**src/rtl/core/girt_pkg.sv**
```systemverilog
// ----------------------------------------------------------------------------
// girt_pkg
// Shared constants, command and status codes, and types for the reservation
// table.
// ----------------------------------------------------------------------------
package girt_pkg;

    localparam int RESOURCES_DEF = 8;
    localparam int SLOTS_DEF     = 32;
    localparam int TIME_BITS_DEF = 32;

    // Command codes carried in tuser. The last code is ignored by the block.
    localparam logic [1:0] CMD_QUERY   = 2'd0;
    localparam logic [1:0] CMD_RESERVE = 2'd1;
    localparam logic [1:0] CMD_CLEAR   = 2'd2;
    localparam logic [1:0] CMD_IGNORE  = 2'd3;

    // Status codes of a result.
    localparam logic [1:0] ST_OK   = 2'd0;
    localparam logic [1:0] ST_FULL = 2'd1;
    localparam logic [1:0] ST_OVF  = 2'd2;

    // Control part of the scan token that walks down the cell row.
    typedef struct packed {
        logic valid;
        logic done;
    } t_tok_ctl;

endpackage

```
**src/rtl/core/girt_cell.sv**
```systemverilog
// ----------------------------------------------------------------------------
// girt_cell
// One slot of the sorted busy lists: holds the interval of this slot for
// every resource, advances the fit scan by one slot per cycle and takes part
// in the shift that makes room for a sorted insertion.
// ----------------------------------------------------------------------------
module girt_cell
    import girt_pkg::*;
#(
    parameter int RESOURCES = RESOURCES_DEF,
    parameter int SLOTS     = SLOTS_DEF,
    parameter int TIME_BITS = TIME_BITS_DEF,
    parameter int IDX       = 0,
    localparam int RW = (RESOURCES > 1) ? $clog2(RESOURCES) : 1,
    localparam int CW = $clog2(SLOTS + 1),
    localparam int TW = TIME_BITS,
    localparam int SW = ((TIME_BITS > 32) ? TIME_BITS : 32) + 1
) (
    input  logic          i_clk,
    input  logic          i_rst_n,
    input  logic [RW-1:0] i_res,
    input  logic [CW-1:0] i_cnt,
    input  logic [31:0]   i_dur,
    input  t_tok_ctl      i_tok,
    input  logic [TW-1:0] i_t,
    output t_tok_ctl      o_tok,
    output logic [TW-1:0] o_t,
    input  logic          i_wr,
    input  logic [TW-1:0] i_new_s,
    input  logic [TW-1:0] i_new_e,
    input  logic [TW-1:0] i_left_s,
    input  logic [TW-1:0] i_left_e,
    input  logic          i_left_less,
    output logic [TW-1:0] o_rd_s,
    output logic [TW-1:0] o_rd_e,
    output logic          o_less
);

    logic [TW-1:0] r_start [RESOURCES];
    logic [TW-1:0] r_end   [RESOURCES];
    t_tok_ctl      r_tok, n_tok;
    logic [TW-1:0] r_t, n_t;
    logic          in_range;
    logic          fits;
    logic [SW-1:0] sum;

    assign o_rd_s   = r_start[i_res];
    assign o_rd_e   = r_end[i_res];
    assign in_range = CW'(IDX) < i_cnt;

    // This slot holds a pair that sorts before the new one.
    assign o_less = in_range && ((o_rd_s < i_new_s) ||
                                 ((o_rd_s == i_new_s) && (o_rd_e < i_new_e)));

    // One step of the earliest-fit scan.
    always_comb begin
        sum         = SW'(i_t) + SW'(i_dur);
        fits        = sum <= SW'(o_rd_s);
        n_tok.valid = i_tok.valid;
        n_tok.done  = i_tok.done | !in_range | fits;
        n_t         = i_t;
        if (!i_tok.done && in_range && !fits && (i_t < o_rd_e)) begin
            n_t = o_rd_e;
        end
    end

    always_ff @(posedge i_clk) begin
        if (!i_rst_n) begin
            r_tok <= '0;
        end else begin
            r_tok <= n_tok;
        end
        r_t <= n_t;
    end

    // Insertion: slots after the insert point take their left neighbor, the slot at it takes the new pair.
    always_ff @(posedge i_clk) begin
        if (i_wr) begin
            if ((IDX != 0) && !i_left_less) begin
                r_start[i_res] <= i_left_s;
                r_end[i_res]   <= i_left_e;
            end else if (!o_less) begin
                r_start[i_res] <= i_new_s;
                r_end[i_res]   <= i_new_e;
            end
        end
    end

    assign o_tok = r_tok;
    assign o_t   = r_t;

endmodule

```
**config.mk**
```make
export PLATFORM = sky130hd
export DESIGN_NAME = girt_cell
export DESIGN_NICKNAME = d
export VERILOG_FILES = /design/src/rtl/core/girt_pkg.sv /design/src/rtl/core/girt_cell.sv
export SDC_FILE = /design/constraint.sdc
export NUM_CORES = 1
export LEC_CHECK = 0
export BUFFER_PORTS_ARGS = -buffer_cell sky130_fd_sc_hd__buf_2
export CAP_MARGIN = 20
export CORE_MARGIN = 2
export CORE_UTILIZATION = 60
export CTS_CLUSTER_SIZE = 24
export DETAILED_ROUTE_END_ITERATION = 12
export HOLD_SLACK_MARGIN = 0.15
export PLACE_DENSITY = 0.82
export SYNTH_ARGS = -nofsm -noshare
export SYNTH_HDL_FRONTEND = slang
export SYNTH_SLANG_ARGS = --single-unit
export TNS_END_PERCENT = 5
```
**constraint.sdc**
```tcl
create_clock -name i_clk -period 31.9 [get_ports i_clk]
set_clock_uncertainty 0.2 [all_clocks]
set_input_delay 6.38 -clock i_clk [delete_from_list [all_inputs] [get_ports i_clk]]
set_output_delay 6.38 -clock i_clk [all_outputs]
set_load 0.005 [all_outputs]
```
; Yosys cells after proc, flatten, opt, wreduce, memory -nomap -nowiden
; Memory sizes are Yosys's and may differ from the RTL's.
; Index checks and enable logic that the tools add are counted.
[word_totals]
regBits = 34
mem_bits_rw = 512
in_bits = 207
output_inout_bits = 99
word_cells = 27
mem_count = 2
[op_classes]
add_sub_neg = 1
n_lt_le_gt_ge = 5
n_eq_ne = 1
muxes = 4
n_bitwise = 2
n_reduce_logical = 9
[memory_table]
columns = memory, words, word_bits, rd, rd_ports_with_merged_regs, write_ports, line
row1 = r_end, 8, 32, 1, 0, 1, girt_cell.sv:40  ; logic [TW-1:0] r_end [RESOURCES];
row2 = r_start, 8, 32, 1, 0, 1, girt_cell.sv:39  ; logic [TW-1:0] r_start [RESOURCES];
[op_table]
columns = op, count
row1 = 32-bit < comparator, 3
row2 = 32-bit by 32-bit adder with 33-bit output, 1
row3 = 33-bit by 32-bit less-or-equal comparator with 1-bit output, 1
row4 = 32-bit equality test, 1
row5 = 32-bit 2-to-1 mux, 1
row6 = 1-bit by 6-bit < comparator with 1-bit output (first input constant), 1
row7 = 1-bit logical AND, 5
row8 = 1-bit logical NOT, 3
row9 = 1-bit 2-to-1 mux, 3
row10 = 1-bit OR, 2
row11 = 1-bit logical OR, 1

; Longest topological paths before layout
; An unclocked memory read counts as a cell.
[depth]
word_depth = 8
ltp_mapped = 23
mapped_depth_nobuf = 22

; Least setup slack after synthesis
; No wires, ideal clock.
[synth_timing]
path_type = in2out
startpoint = input i_res[0]
endpoint = output o_less
t_arrival_ns = 9.773
required_time_ns = 25.320
slack_ns = 15.547
cell_stages = 16
path_buffers = 3
path_cell_list = clkbuf_1 > nor2b_1 > nor2b_1 > clkbuf_1 > clkbuf_1 > a22oi_1 > nand4_1 > ha_1 > a21o_1 > a21o_1 > a21o_1 > a21o_1 > a211o_1 > a2111oi_0 > o2111ai_1 > nand3_1
[synth_between]
elab_chain_cells = 5
word_cells_on_any_way = 8
classes_between = order compare (2) / eq/ne (1) / reduce/logical (3) / memory (2)
[synth_lines]
columns = item, line
row1 = start: declaration, girt_cell.sv:21  ; input logic [RW-1:0] i_res,
row2 = memory 8 x 32 bit, n/a
row3 = named net o_rd_e[25], girt_cell.sv:35  ; output logic [TW-1:0] o_rd_e,
row4 = 32-bit < comparator, girt_cell.sv:53  ; ((o_rd_s == i_new_s) && (o_rd_e < i_new_e)));
row5 = 1-bit logical AND, girt_cell.sv:53
row6 = 1-bit logical OR, girt_cell.sv:52  ; assign o_less = in_range && ((o_rd_s < i_new_s) ||
row7 = 1-bit logical AND, girt_cell.sv:52
row8 = end: declaration, girt_cell.sv:36  ; output logic o_less
; The timed path passes the listed nets, and every way through them passes these cells.

; Final worst setup path
[layout_timing]
startpoint = input i_res[1]
endpoint = output o_less
[layout_between]
elab_chain_cells = 5
word_cells_on_any_way = 8
classes_between = order compare (2) / eq/ne (1) / reduce/logical (3) / memory (2)
[layout_lines]
columns = item, line
row1 = memory 8 x 32 bit (on tied branches), n/a
row2 = 32-bit < comparator or 32-bit equality test (tied branches), girt_cell.sv:53
row3 = 1-bit logical AND, girt_cell.sv:53
row4 = 1-bit logical OR (*), girt_cell.sv:52
row5 = 1-bit logical AND (*), girt_cell.sv:52
; Every way passes the cells marked *; elsewhere a longest branch is shown, timed or not.

==> results.md <==
- Placer Congestion: 0.952
- Min-Delay Path Class: register to register
- Fin util: between 60% and 70%
- Synth cell types: 56
- Initial DRC Count: around 2200
- Clock Sinks: around 550
- CTS tree: yes
- Async SR Flop Fraction: 0%
- Root Driver: clkbuf_16
- Post-CTS Setup Repair Bufs: 0
- Outcome: finished clean
- Crit. End Element: output pin
- Seq cells post-synth: between 500 and 600
- Worst-path cell chain: buf_2, nor2b_1, and2_2, buf_4, a22oi_1, nand4_1, ha_1, a21o_1, a21o_1, a21o_1, a21o_1, a211o_1, a2111oi_0, dlymetal6s2s_1, o2111ai_1, nand3_1, buf_2
- Synth Area in Adders: ~8.3%
- Num CTS Buffers: between 50 and 60
- CP Data Arrival Time: roughly 11 ns
- Crit path kind: input port to output pin
- EDFF count, synth: roughly 510
- Core ar.: 0.0397 mm^2
- Post-Place Cells: between 2000 and 2500
- RSZ-0062 raised after global routing: no
- Drt total wl: between 60000 and 70000 um
- H-tree depth: 2
- Hold-fix buffers at CTS: 0
- Die area: 0.0418 mm^2
- Clock Path Buffers: 3
- Final Cell Area: ~0.028 mm^2
- Grt total ovfl: 0
- Top FF cell, synth: edfxtp_1
- PostCTS Resize Cnt: 0
- CP Launch Type: input port
- Post-Synthesis Cells: 1659
- Pre-CTS WS: 13.69 ns
- Hpwl dp: between 40000 and 50000 um
- Crit path max fanout: 33
- Post-Synth Simple-Gate Area: approximately 5.6%
- Rows: 73
- Tightest Pin Transition: between 1 and 1.5 ns
- Vias/cell: between 6 and 7
- Clock transition at path regs: roughly 0.07 ns
- Io pins: between 300 and 400
- Final Hold Fails: 0
- Max Slew Vio Count: 0
- Synth Net Count: 2025
- Worst setup margin: around 14 ns
- Largest net degree at the start of global routing: 65
- Post-synthesis mux area share: 2.26%
- CP Data Required Time: 25.32 ns
- First-pass GRT wire length: roughly 96000 um
- Post-synthesis sequential area ratio: 66.6%
- Peak supply drop: around 0.000047 V
- Synth Area in XOR/XNOR: less than 1%
- Vias in the first global route: between 15000 and 20000
- Starting density of the core: between 60% and 70%
- Total track usage: 31.4%
- Placement-stage cell area: about 0.026 mm^2
- Syn_area_per_cell: 14.5 um^2
- Setup-failing EPs final: 0
- Die height: between 200 and 250 um
- Via count: between 15000 and 20000
- Drt pass-1 iters: 8
- Tot Pwr: about 1.6 mW
- Max cap viols: 0
- Critical-path top delay cell: and2_2
- Largest family of logic cells by synthesized area: compound AO/OA/AOI/OAI gates
- # nets final: roughly 2300
- Max Clk Rate: roughly 56 MHz
- Area Overhead vs Synth: 15.2%
- Initial antenna violation count: 9
- Relative slew slack: 30.6%
- Die W: between 200 and 250 um
- Residual DRC count: 0
- R2R Setup Slk: 25.72 ns
- Tmin final: ~18 ns
- WL/cell: approximately 26 um
- Antenna-violating nets left: 0
- Compound-cell area share of the yosys netlist: a little over an eighth
- Syn. warnings: 0
- Period utilization: between 50% and 60%
- Worst-skew pair later-pin latency: 0.61 ns
- Leakage power: 10.4 nW
- Layout cells sized above 1: 20.7%
- Filler instances: roughly 2600
- Max incr delay on CP: between 0.7 and 0.8 ns
- Power Density: between 50 and 60 mW/mm^2
- Mapped cell area: 0.0241 mm^2
- Port Buffers: 240
- Cell Count, Final, Fillers Out: about 2500
- Setup_tns: 0 ns
- CP dominant cell by count: a21o_1
- Final hold slack: ~0.56 ns
path summary, 6_finish.rpt:
kind / startpoint / endpoint / depth (start not counted)
worst max-delay path: i_res[1] / o_less / 17
worst min-delay path: r_end[4][16] / o_t[16] / 3
worst max register to register: r_start[2][28] / r_start[2][14] / 13
worst min register to register: r_end[4][16] / o_t[16] / 3
metal layers:
metal  global-route usage [%]  part of all wire, %  routed length (um)
met1                     42.9                   39               25700
met2                     49.1                   47               30900
met3                     6.20                   11                6960
met4                     14.2                  3.9                2560
met5                        0                0.012                   8
cells in the mapped netlist (all sizes together), types with 3 or more instances:
cell       n  area, um^2
a2111oi    4        41.3
a211oi     8        60.1
a21o      35         263
a21oi     60         304
a22oi    253        1900
a31oi      3        18.8
and2       5        31.3
and4      33         289
buf        4        45.0
clkbuf    60         225
dfxtp     34         681
edfxtp   512       15400
ha       158        1980
inv      141         529
mux2      35         503
nand2     40         150
nand2b     6        37.5
nand3     16        80.1
nand4     58         363
nor2      37         139
nor2b     12        75.1
nor3      14        70.1
nor4       5        31.3
o2111ai    6        52.6
o211ai     7        52.6
o21a       8        60.1
o21ai     39         195
o21bai     7        52.6
or2        3        18.8
xnor2     17         149
xor2       8        70.1
logic make-up (layout without fill, tap and decap cells):
family | Yosys count | count (layout)
and+or+nand+nor | 239 | 239
AOI/OAI and AO/OA | 447 | 447
buffers and inverters | 205 | 507
muxes | 38 | 38
DFF | 546 | 546
xor gates and xnor gates | 25 | 25
adders and majority gates | 159 | 159
other | 0 | 9
report_power, final:
part	total [mW]	internal, mW	switching [mW]
clock network	0.617	0.353	0.264
registers	0.804	0.800	0.00435
logic	0.223	0.0874	0.136
total	1.64	1.24	0.404
flip-flops by register name (all words and copies together), names as in the netlist:
signal / count
o_tok: 2
r_end: 256
r_start: 256
o_t: 32
cell type report:
class | instances | area, um^2 | area share, %
clock inverter | 37 | 354 | 1.27
inverter | 141 | 529 | 1.91
tap | 525 | 657 | 2.36
clock buffer | 59 | 1350 | 4.86
multi-input combinational | 908 | 7360 | 26.5
antenna | 9 | 22.5 | 0.0811
sequential | 546 | 16100 | 57.8
timing repair buffer | 270 | 1450 | 5.22
placed cells by master, fill, tap and decap left out, types with 11 or more instances in the layout:
cell / Yosys / final
edfxtp_1: 512 / 512
a22oi_1: 253 / 253
buf_2: 0 / 240
ha_1: 158 / 158
inv_1: 141 / 141
a21oi_1: 59 / 59
nand4_1: 58 / 58
clkbuf_16: 0 / 53
nand2_1: 40 / 40
o21ai_0: 37 / 37
a21o_1: 35 / 35
dfxtp_1: 34 / 34
and4_1: 33 / 33
nor2_1: 37 / 30
mux2_4: 29 / 29
buf_4: 0 / 28
xnor2_1: 17 / 17
nand3_1: 16 / 16
nor3_1: 14 / 12
clkinv_2: 0 / 11
critical path, delay by kind of cell:
kind,cells,cell delay [ns]
AOI/OAI and AO/OA,8,1.85
and+or+nand+nor,4,1.51
buffers and inverters,4,1.27
adders and majority gates,1,0.32
Power figures use the tool's default switching activity.
